**config.mk**
```make
export PLATFORM = sky130hd
export DESIGN_NAME = bitmap_allocator_with_wait_queue
export DESIGN_NICKNAME = d
export VERILOG_FILES = /design/src/rtl/bmwq_pkg.sv /design/src/rtl/bmwq_ffs.sv /design/src/rtl/bmwq_engine.sv /design/src/rtl/bitmap_allocator_with_wait_queue.sv
export SDC_FILE = /design/constraint.sdc
export NUM_CORES = 1
export LEC_CHECK = 0
export ABC_AREA = 1
export ABC_CLOCK_PERIOD_IN_PS = 9200
export CAP_MARGIN = 20
export CORE_ASPECT_RATIO = 1.4
export CORE_MARGIN = 2
export CORE_UTILIZATION = 60
export DETAILED_ROUTE_END_ITERATION = 16
export DONT_BUFFER_PORTS = 1
export PLACE_DENSITY = 0.76
export SYNTH_ARGS = -nofsm -noshare
export SYNTH_HDL_FRONTEND = slang
export SYNTH_SLANG_ARGS = --single-unit
```
**constraint.sdc**
```tcl
create_clock -name clk -period 9.2 [get_ports clk]
set_input_delay 1.84 -clock clk [delete_from_list [all_inputs] [get_ports clk]]
set_output_delay 1.84 -clock clk [all_outputs]
set_load 0.05 [all_outputs]
```
**src/rtl/bmwq_pkg.sv**
```systemverilog
package bmwq_pkg;

  localparam int NUM_POOLS      = 3;
  localparam int POOL_ITEMS     = 64;
  localparam int QUEUE_DEPTH    = 16;
  localparam int REQUESTER_BITS = 8;

  localparam int POOL_W   = 2;
  localparam int ITEM_W   = 7;
  localparam int BIT_W    = $clog2(POOL_ITEMS);
  localparam int HEAD_W   = $clog2(QUEUE_DEPTH);
  localparam int FILL_W   = $clog2(QUEUE_DEPTH + 1);
  localparam int STATUS_W = 3;
  localparam int CFG_W    = 7;

  localparam logic OP_REQUEST = 1'b0;
  localparam logic OP_RELEASE = 1'b1;

  localparam logic [STATUS_W-1:0] ST_GRANTED    = 3'd0;
  localparam logic [STATUS_W-1:0] ST_QUEUED     = 3'd1;
  localparam logic [STATUS_W-1:0] ST_HANDED     = 3'd2;
  localparam logic [STATUS_W-1:0] ST_FREED      = 3'd3;
  localparam logic [STATUS_W-1:0] ST_QUEUE_FULL = 3'd4;
  localparam logic [STATUS_W-1:0] ST_BAD_REL    = 3'd5;

  typedef logic [POOL_ITEMS-1:0] map_t;

  typedef struct packed {
    logic                      opcode;
    logic [POOL_W-1:0]         pool_select;
    logic [REQUESTER_BITS-1:0] requester;
    logic [ITEM_W-1:0]         item_number;
  } item_t;

  typedef struct packed {
    logic [STATUS_W-1:0]       status;
    logic [ITEM_W-1:0]         granted_item;
    logic [REQUESTER_BITS-1:0] waiter;
  } result_t;

  // Free bitmap with the lowest n items set.
  function automatic map_t init_map(input logic [ITEM_W-1:0] n);
    map_t m;
    if (n >= ITEM_W'(POOL_ITEMS)) begin
      m = '1;
    end else begin
      m = (map_t'(1) << n) - map_t'(1);
    end
    return m;
  endfunction

endpackage

```
**src/rtl/bmwq_ffs.sv**
```systemverilog
module bmwq_ffs (
  input  bmwq_pkg::map_t                  map,
  output logic [bmwq_pkg::BIT_W-1:0]      index,
  output logic                            found
);

  // Lowest set bit wins.
  always_comb begin
    index = '0;
    for (int i = bmwq_pkg::POOL_ITEMS - 1; i >= 0; i--) begin
      if (map[i]) begin
        index = bmwq_pkg::BIT_W'(i);
      end
    end
    found = |map;
  end

endmodule

```
**src/rtl/bmwq_engine.sv**
```systemverilog
module bmwq_engine (
  input  logic                               clk,
  input  logic                               rst,
  input  logic                               cfg_we,
  input  logic [bmwq_pkg::POOL_W-1:0]        cfg_index,
  input  logic [bmwq_pkg::CFG_W-1:0]         cfg_data,
  input  logic                               step,
  input  bmwq_pkg::item_t                    item,
  output bmwq_pkg::result_t                  result
);

  logic [bmwq_pkg::ITEM_W-1:0]         pool_size  [bmwq_pkg::NUM_POOLS];
  bmwq_pkg::map_t                      free_map   [bmwq_pkg::NUM_POOLS];
  logic [bmwq_pkg::ITEM_W-1:0]         free_count [bmwq_pkg::NUM_POOLS];
  logic [bmwq_pkg::HEAD_W-1:0]         fifo_head  [bmwq_pkg::NUM_POOLS];
  logic [bmwq_pkg::HEAD_W-1:0]         fifo_tail  [bmwq_pkg::NUM_POOLS];
  logic [bmwq_pkg::FILL_W-1:0]         fifo_fill  [bmwq_pkg::NUM_POOLS];
  logic [bmwq_pkg::REQUESTER_BITS-1:0] head_word  [bmwq_pkg::NUM_POOLS];

  logic                          sel_ok;
  logic [bmwq_pkg::POOL_W-1:0]   p;
  bmwq_pkg::map_t                cur_map;
  logic [bmwq_pkg::BIT_W-1:0]    ffs_index;
  logic                          ffs_found;
  logic [bmwq_pkg::BIT_W-1:0]    rel_bit;
  logic                          rel_ok;
  logic                          do_grant;
  logic                          do_queue;
  logic                          do_hand;
  logic                          do_free;
  logic [bmwq_pkg::CFG_W-1:0]    cfg_sat;

  assign sel_ok  = item.pool_select < bmwq_pkg::POOL_W'(bmwq_pkg::NUM_POOLS);
  assign p       = sel_ok ? item.pool_select : '0;
  assign cur_map = free_map[p];
  assign rel_bit = bmwq_pkg::BIT_W'(item.item_number - bmwq_pkg::ITEM_W'(1));
  assign cfg_sat = (cfg_data > bmwq_pkg::CFG_W'(bmwq_pkg::POOL_ITEMS)) ?
                   bmwq_pkg::CFG_W'(bmwq_pkg::POOL_ITEMS) : cfg_data;

  bmwq_ffs u_ffs (
    .map   (cur_map),
    .index (ffs_index),
    .found (ffs_found)
  );

  always_comb begin
    rel_ok   = (item.item_number != '0) && (item.item_number <= pool_size[p]) &&
               !cur_map[rel_bit];
    do_grant = 1'b0;
    do_queue = 1'b0;
    do_hand  = 1'b0;
    do_free  = 1'b0;
    result   = '0;
    if (!sel_ok) begin
      result.status = (item.opcode == bmwq_pkg::OP_RELEASE) ?
                      bmwq_pkg::ST_BAD_REL : bmwq_pkg::ST_QUEUE_FULL;
    end else if (item.opcode == bmwq_pkg::OP_REQUEST) begin
      if (free_count[p] != '0 && ffs_found) begin
        do_grant            = 1'b1;
        result.status       = bmwq_pkg::ST_GRANTED;
        result.granted_item = bmwq_pkg::ITEM_W'(ffs_index) + bmwq_pkg::ITEM_W'(1);
      end else if (fifo_fill[p] < bmwq_pkg::FILL_W'(bmwq_pkg::QUEUE_DEPTH)) begin
        do_queue      = 1'b1;
        result.status = bmwq_pkg::ST_QUEUED;
      end else begin
        result.status = bmwq_pkg::ST_QUEUE_FULL;
      end
    end else begin
      if (!rel_ok) begin
        result.status = bmwq_pkg::ST_BAD_REL;
      end else if (fifo_fill[p] != '0) begin
        do_hand             = 1'b1;
        result.status       = bmwq_pkg::ST_HANDED;
        result.granted_item = item.item_number;
        result.waiter       = head_word[p];
      end else begin
        do_free       = 1'b1;
        result.status = bmwq_pkg::ST_FREED;
      end
    end
  end

  always_ff @(posedge clk) begin
    if (rst) begin
      for (int i = 0; i < bmwq_pkg::NUM_POOLS; i++) begin
        pool_size[i]  <= bmwq_pkg::ITEM_W'(bmwq_pkg::POOL_ITEMS);
        free_map[i]   <= '1;
        free_count[i] <= bmwq_pkg::ITEM_W'(bmwq_pkg::POOL_ITEMS);
        fifo_head[i]  <= '0;
        fifo_tail[i]  <= '0;
        fifo_fill[i]  <= '0;
      end
    end else if (cfg_we) begin
      if (cfg_index < bmwq_pkg::POOL_W'(bmwq_pkg::NUM_POOLS)) begin
        pool_size[cfg_index]  <= cfg_sat;
        free_map[cfg_index]   <= bmwq_pkg::init_map(cfg_sat);
        free_count[cfg_index] <= cfg_sat;
        fifo_head[cfg_index]  <= '0;
        fifo_tail[cfg_index]  <= '0;
        fifo_fill[cfg_index]  <= '0;
      end
    end else if (step) begin
      if (do_grant) begin
        free_map[p][ffs_index] <= 1'b0;
        free_count[p]          <= free_count[p] - bmwq_pkg::ITEM_W'(1);
      end
      if (do_queue) begin
        fifo_tail[p] <= (fifo_tail[p] == bmwq_pkg::HEAD_W'(bmwq_pkg::QUEUE_DEPTH - 1)) ?
                        '0 : fifo_tail[p] + bmwq_pkg::HEAD_W'(1);
        fifo_fill[p] <= fifo_fill[p] + bmwq_pkg::FILL_W'(1);
      end
      if (do_hand) begin
        fifo_head[p] <= (fifo_head[p] == bmwq_pkg::HEAD_W'(bmwq_pkg::QUEUE_DEPTH - 1)) ?
                        '0 : fifo_head[p] + bmwq_pkg::HEAD_W'(1);
        fifo_fill[p] <= fifo_fill[p] - bmwq_pkg::FILL_W'(1);
      end
      if (do_free) begin
        free_map[p][rel_bit] <= 1'b1;
        if (free_count[p] < pool_size[p]) begin
          free_count[p] <= free_count[p] + bmwq_pkg::ITEM_W'(1);
        end
      end
    end
  end

  // Each pool keeps its waiters in a small register queue of its own. Only
  // pushed entries are ever read, so the storage needs no reset.
  for (genvar g = 0; g < bmwq_pkg::NUM_POOLS; g++) begin : g_queue
    logic [bmwq_pkg::REQUESTER_BITS-1:0] fifo_mem [bmwq_pkg::QUEUE_DEPTH];

    always_ff @(posedge clk) begin
      if (step && do_queue && !cfg_we && p == bmwq_pkg::POOL_W'(g)) begin
        fifo_mem[fifo_tail[g]] <= item.requester;
      end
    end

    assign head_word[g] = fifo_mem[fifo_head[g]];
  end

endmodule

```
**src/rtl/bitmap_allocator_with_wait_queue.sv**
```systemverilog
// Three-pool first-fit allocator with a waiter queue per pool.
// Input words arrive on s_tvalid/s_tready: s_tuser carries the opcode (request
// or release) and the pool select, s_tdata the requester and the item number.
// A request takes the lowest free item of the pool, or queues the requester
// when the pool is empty; a release hands the item to the oldest waiter or
// marks it free again. Full queues and bad releases are reported and ignored.
// One result word per input word leaves on m_tvalid/m_tready: m_tuser holds
// the status, m_tdata the granted item and the waiter that received it.
// Each word is captured in an input register, decided by the bitmap search
// and queue update, and lands in an output register.
// Throughput is one word per cycle unless m_tready stalls the output; the 64-bit
// lowest-set-bit search and pointer update are combinational. When m_tready is
// low the output register holds and the input register still takes one more word.
// The user must write pool sizes through cfg_we/cfg_index/cfg_data only while
// idle, which the block does not enforce; a write frees every item of that
// pool and empties its queue. Reset (rst, synchronous) sets all pool sizes to
// 64 with every item free and every queue empty; no clearing pass is needed.
module bitmap_allocator_with_wait_queue (
  input  logic                               clk,
  input  logic                               rst,
  input  logic                               s_tvalid,
  output logic                               s_tready,
  input  logic [15:0]                        s_tdata,  // requester, item_number
  input  logic [2:0]                         s_tuser,  // opcode, pool_select
  output logic                               m_tvalid,
  input  logic                               m_tready,
  output logic [15:0]                        m_tdata,  // granted_item, waiter
  output logic [2:0]                         m_tuser,  // status
  input  logic                               cfg_we,
  input  logic [bmwq_pkg::POOL_W-1:0]        cfg_index,
  input  logic [bmwq_pkg::CFG_W-1:0]         cfg_data
);

  logic              in_valid;
  bmwq_pkg::item_t   in_item;
  logic              out_valid;
  bmwq_pkg::result_t out_res;
  bmwq_pkg::result_t result;
  logic              advance;
  logic              step;

  assign advance  = !out_valid || m_tready;
  assign step     = in_valid && advance;
  assign s_tready = !in_valid || advance;

  always_ff @(posedge clk) begin
    if (rst) begin
      in_valid <= 1'b0;
    end else if (s_tvalid && s_tready) begin
      in_valid <= 1'b1;
    end else if (step) begin
      in_valid <= 1'b0;
    end
  end

  always_ff @(posedge clk) begin
    if (s_tvalid && s_tready) begin
      in_item.opcode      <= s_tuser[0];
      in_item.pool_select <= s_tuser[2:1];
      in_item.requester   <= s_tdata[7:0];
      in_item.item_number <= s_tdata[14:8];
    end
  end

  bmwq_engine u_engine (
    .clk       (clk),
    .rst       (rst),
    .cfg_we    (cfg_we),
    .cfg_index (cfg_index),
    .cfg_data  (cfg_data),
    .step      (step),
    .item      (in_item),
    .result    (result)
  );

  always_ff @(posedge clk) begin
    if (rst) begin
      out_valid <= 1'b0;
    end else if (step) begin
      out_valid <= 1'b1;
    end else if (m_tready) begin
      out_valid <= 1'b0;
    end
  end

  always_ff @(posedge clk) begin
    if (step) begin
      out_res <= result;
    end
  end

  assign m_tvalid = out_valid;
  assign m_tuser  = out_res.status;
  assign m_tdata  = {1'b0, out_res.waiter, out_res.granted_item};

endmodule
```
# ---- Word level (Yosys, flattened, before mapping)
# Memories as Yosys holds them, arrays and structs flattened.
# Index checks and enable logic that the tools add are counted.
dict set report classes {
  n_reduce_logical 37
  n_mux 248
  n_eq_ne 4
  addsub 9
  bitwise 67
  n_shift 1
  magnitude_cmp 12
}
# operator n
set op_table {}
lappend op_table {{$mux W64} 9}
lappend op_table {{$mux W6} 64}
lappend op_table {{$reduce_or A64 Y1} 3}
lappend op_table {{$mux W1} 135}
lappend op_table {{$or A1 B1 Y1} 66}
lappend op_table {{$shl A1 B7 Y64 const A} 1}
lappend op_table {{$sub A64 B1 Y64 const B} 1}
lappend op_table {{$mux W7} 6}
lappend op_table {{$mux W15} 2}
lappend op_table {{$mux W2} 12}
lappend op_table {{$mux W4} 6}
lappend op_table {{$reduce_or A7 Y1} 3}
lappend op_table {{$bmux W8 S2} 1}
lappend op_table {{$mux W8} 2}
lappend op_table {{$reduce_or A4 Y1} 4}
lappend op_table {{$mux W5} 3}
lappend op_table {{$lt A6 B7 Y1 const B} 2}
lappend op_table {{$reduce_bool A7 Y1} 2}
lappend op_table {{$demux W1 S6} 2}
lappend op_table {{$ge A6 B1 Y1 const B} 2}
lappend op_table {{$logic_and A1 B1 Y1} 12}
lappend op_table {{$mux W3} 4}
lappend op_table {{$mux W10} 1}
lappend op_table {{$reduce_or A5 Y1} 2}
lappend op_table {{25 further kinds} 33}
dict set report totals {
  output_inout_bits 21
  word_cells 396
  in_bits 33
  mem_bits_rw 657
  n_memories 9
  ff_bits 38
}
# memory words word_bits read_ports rd_clocked_by_memory_dff write_ports line_no
set memory_table {}
lappend memory_table {u_engine.free_map 3 64 1 0 3 bmwq_engine.sv:13} ;# bmwq_pkg::map_t free_map [bmwq_pkg::NUM_POOLS];
lappend memory_table {{u_engine.g_queue[0].fifo_mem} 16 8 1 0 1 bmwq_engine.sv:129} ;# logic [bmwq_pkg::REQUESTER_BITS-1:0] fifo_mem [bmwq_pkg::QUEUE_DEPTH];
lappend memory_table {{u_engine.g_queue[1].fifo_mem} 16 8 1 0 1 bmwq_engine.sv:129}
lappend memory_table {{u_engine.g_queue[2].fifo_mem} 16 8 1 0 1 bmwq_engine.sv:129}
lappend memory_table {u_engine.free_count 3 7 1 0 3 bmwq_engine.sv:14} ;# logic [bmwq_pkg::ITEM_W-1:0] free_count [bmwq_pkg::NUM_POOLS];
lappend memory_table {u_engine.pool_size 3 7 1 0 3 bmwq_engine.sv:12} ;# logic [bmwq_pkg::ITEM_W-1:0] pool_size [bmwq_pkg::NUM_POOLS];
lappend memory_table {{3 more memories} - - - - - -}

# ---- Logic depth before layout (Yosys ltp)
# An unclocked memory read counts as a cell.
dict set report logic_depth {
  word_depth 75
  depth_mapped 84
  depth_no_buf 81
}

# ---- By module
# A second synthesis with hierarchy kept.
dict set report hier_totals {
  cells_unflattened 5113
  hier_area_um2 43436.7
}
# module area_each_um2 instances cells_each
set by_module_without_submodules {}
lappend by_module_without_submodules {bmwq_engine 41228.3 1 4828}
lappend by_module_without_submodules {bitmap_allocator_with_wait_queue 1183.6 1 50}
lappend by_module_without_submodules {bmwq_ffs 1024.7 1 235}

# ---- Worst setup path after synthesis
# OpenSTA, ideal clock, no wires.
dict set report synth_path {
  path_kind {input port to flip-flop}
  start {input port cfg_data[6] in the netlist's numbering}
  end {memory u_engine.free_map[0][60] in the netlist's numbering, data pin}
  t_required_ps 8928
  path_stages 54
  arrival_time_ps 7061
  path_buffers 3
  setup_slack_ps 1867
  cell_sequence {buf_2 nor2_1 buf_2 buf_1 nor2_1 inv_1 nor2_1 inv_1 ha_1 nand2_1 inv_2 o21ai_1 nor2_1 inv_1 nor2_1 and3_1 inv_2 nor2_1 [18 not listed] inv_1 nor2_1 nand4_1 nor2_1 inv_1 nor2_1 inv_1 nor2_2 inv_2 nor2_1 inv_1 nor2_2 nand2_1 or4_1 o21ai_1 nor2_1 nor2_1 nand4_1}
}
# item line_no
set synth_lines {}
lappend synth_lines {{start: declaration} bitmap_allocator_with_wait_queue.sv:31} ;# input logic [bmwq_pkg::CFG_W-1:0] cfg_data
lappend synth_lines {{end: declaration} bmwq_engine.sv:13}

==> run_results.csv <==
group,metric,value,unit
status,status,"finished clean",
finish,drive_gt1_share,6.17,%
synth,ys_types,56,
pwr,powerDensity,182,mW/mm^2
synth,synth-compound-area-share,10.3,%
synth,avgSynthCellArea,9.02,sq um
place,port_buffers,0,
floorplanning,die_w,227,um
clock_network,clockRootBuffer,"clkbuf_16",
synth,syn_inst,4635,
worst_hold_path,hold_class,"register to register",
worst_setup_path,crit_buf_inv,3,
floorplanning,ios,54,
timing,tightest_slew,1.29,ns
floorplanning,fp.dieH,316,um
synth,synth_xor_area_share,0.293,%
floorplanning,fp.dieArea,0.0718,sq mm
worst_setup_path,crit_required,9.57,ns
synth,synth-edff-count,784,
worst_setup_path,path_common_cell,"nand2_1",
place,placement.cell_area,0.0427,sq mm
synth,yosysWarnings,0,
timing,maxSlewHeadroom,12.7,%
worst_setup_path,path_max_fanout,34,
pwr,switching_power,2.15,mW
synth,synth_flop_cell,"edfxtp_1",
run,cap_violations,0,
route,route.met3.wl,10000,um
route,drt-pass1-iter-count,8,
route,routedWlPerCell,22.7,um
clock_network,cts_resized,0,
pwr,p_seq_share,49.3,%
worst_setup_path,crit_slowest_cell,"ha_2",
synth,synthTopCellsByCount,"nand2_1, nor2_1, edfxtp_1, inv_1, nand3_1",
synth,yosysMostFrequentCell,"nand2_1",
clock_network,cts_max_level,3,
synth,synth_fa_ha_area_share,0.934,%
clock_network,clk_pin_slew,0.06,ns
worst_setup_path,path_class,"register to register",
finish,syn2layout_area_growth,8.06,%
grt,overflow,0,
pwr,p_int,6.05,mW
pwr,ir_worst_vdd,0.169,mV
route,vias_per_cell,6.21,
clock_network,clockBufferDepth,3,
grt,grtUsageTotal,35.0,%
grt,grt_pass1_vias,32300,
route,met2_length,63100,um
synth,ys_seq_area_share,56.4,%
timing,final.setup.tns,0,ns
clock_network,cts_buffers,74,
timing,clock.fmax,114,MHz
route,m1WireLength,43300,um
synth,synth_top_area_share,56.3,%
route,wl,126000,um
timing,fin_crit_sh,95.0,%
route,ant_nets,0,
clock_network,cts_tree,"yes",
finish,post-route-cell-area,0.0452,sq mm
place,gp_congestion,1.11,
clock_network,clkLatencyLatePin,0.66,ns
worst_setup_path,arrival,9.11,ns
synth,synth.area.mux_share,0.766,%
grt,antenna_found_initial,6,
timing,rsz0062_at_grt,"no",
floorplanning,core-area,0.0690,sq mm
finish,final_net_count,4609,
worst_setup_path,cp-start-kind,"register",
place,hpwl,86000,um
floorplanning,num_rows,114,
pwr,p_leak,16.8,nW
floorplanning,start_util,60.6,%
timing,final-setup-viol-count,0,
pwr,clkPwrFrac,38.1,%
synth,synth_top_family_by_area,"simple AND/OR/NAND/NOR gates",
grt,grt_pass1_wl,188000,um
synth,yosys.area_share.simple,23.6,%
synth,async_flop_share,0,%
timing,finalHoldViolCount,0,
route,drt_iter0_markers,4259,
pwr,sw_frac_of_total,26.3,%
clock_network,cts.sinks,786,
clock_network,cts_setup_buffers,0,
grt,grt_max_degree,106,
clock_network,ctsHoldBuffers,0,
timing,skew,0.0409,ns
synth,syn_area,0.0418,sq mm
synth,ys_ff_latch,786,
route,highest_layer,"met5",
worst_setup_path,cpPeakStageDelay,0.67,ns
worst_setup_path,end_kind,"register",
pwr,comb_power_share,12.6,%
timing,slew_violations,0,
worst_setup_path,crit_family,"simple AND/OR/NAND/NOR gates",
route,route.detailed.drc,0,
finish,fill_cells,5653,
synth,yosysTopAreaCell,"edfxtp_1",
timing,min_period,8.74,ns
synth,synth_area_leaders,"edfxtp_1, nand2_1, nor2_1, nand3_1, inv_1",
route,vias,34300,
-- layout by cell type, fill, tap and decap left out, types with 13 or more instances in the layout --
cell,Yosys,final
nor2_2,10,13
nor3_1,39,39
o22ai_1,73,73
ha_1,28,26
inv_1,431,430
edfxtp_1,784,784
o221ai_1,47,47
inv_2,16,14
buf_4,41,103
a21oi_1,124,123
nand4_1,224,224
nand3_1,338,338
mux2i_1,32,32
clkbuf_16,0,77
o211ai_1,48,48
buf_12,0,18
o21ai_1,37,37
nor2_1,825,822
clkinv_2,0,14
nand2_1,844,841
clkinv_1,10,26
a32o_1,52,52
o21ai_0,289,289
-- power groups by stage --
stage          logic [mW]  clock network (mW)  registers, mW
6_report             1.03                3.12           4.05
5_1_grt              1.12                3.28           4.05
4_1_cts              1.00                3.14           4.05
3_5_place_dp        0.999                   0           4.12
3_3_place_gp        0.975                   0           4.12
2_1_floorplan       0.658                   0           4.13
-- cell families after synthesis --
| kind of cell | Yosys count |
|---|---|
| AO/OA/AOI/OAI | 707 |
| XOR/XNOR | 14 |
| adder cells (fa/ha/maj) | 30 |
| buffers and inverters | 752 |
| flip-flops | 786 |
| multiplexers | 32 |
| other | 1 |
| AND/OR/NAND/NOR | 2313 |
-- routing by layer --
metal	up-vias	GRT usage (%)
met1	16300	39.7
li1	15900	-
met4	10	22.9
met2	1704	61.1
met3	425	5.65
met5	-	0
-- stage by stage --
step	setup WS, ns	utilization [%]	hold WS [ns]	instances	power (mW)
5_1_grt	0.00757	65.4	0.671	5532	8.45
3_5_place_dp	0.710	61.8	0.591	5396	5.12
6_report	0.456	65.4	0.629	5533	8.20
3_3_place_gp	0.738	61.8	0.569	5396	5.10
4_1_cts	0.785	65.4	0.626	5530	8.19
2_1_floorplan	1.87	-	0.499	4642	4.78
-- state kept, by name (all words and copies together) (netlist names), 15 cells and up --
| signal | count |
|---|---|
| m_tdata | 15 |
| u_engine.pool_size | 28 |
| u_engine.fifo_head | 16 |
| u_engine.fifo_tail | 16 |
| u_engine.fifo_fill | 20 |
| in_item | 18 |
| u_engine.free_count | 28 |
| u_engine.free_map | 256 |
| u_engine.g_queue.fifo_mem | 384 |
-- final timing paths --
| path | startpoint | to | slack (ns) | cells past startpoint |
|---|---|---|---|---|
| worst min-delay path | in_item[17] | m_tuser[0] | 0.63 | 2 |
| worst max-delay path | in_item[15] | u_engine.free_map[3][28] | 0.46 | 80 |
| worst min register to register | in_item[17] | m_tuser[0] | 0.63 | 2 |
| worst max register to register | in_item[15] | u_engine.free_map[3][28] | 0.46 | 80 |
-- worst reg2reg max path, delay by kind of cell, from the launching register on --
kind                     cells  cell delay [ns]
AND/OR/NAND/NOR             76             6.51
adder cells (fa/ha/maj)      1             0.67
buffers and inverters        3             0.87
flip-flops                   1             0.47
-- final cells by class --
type	instances	area, sq um	share of cell area (%)
inverters	457	1730	3.82
clock buffers	84	1950	4.32
flip-flops and latches	786	23600	52.2
multi-input cells	3104	15100	33.4
repair buffers	123	1170	2.58
well taps	928	1160	2.57
clock inverters	50	490	1.09
diodes	1	2.50	0.00554
Power figures use the tool's default switching activity.
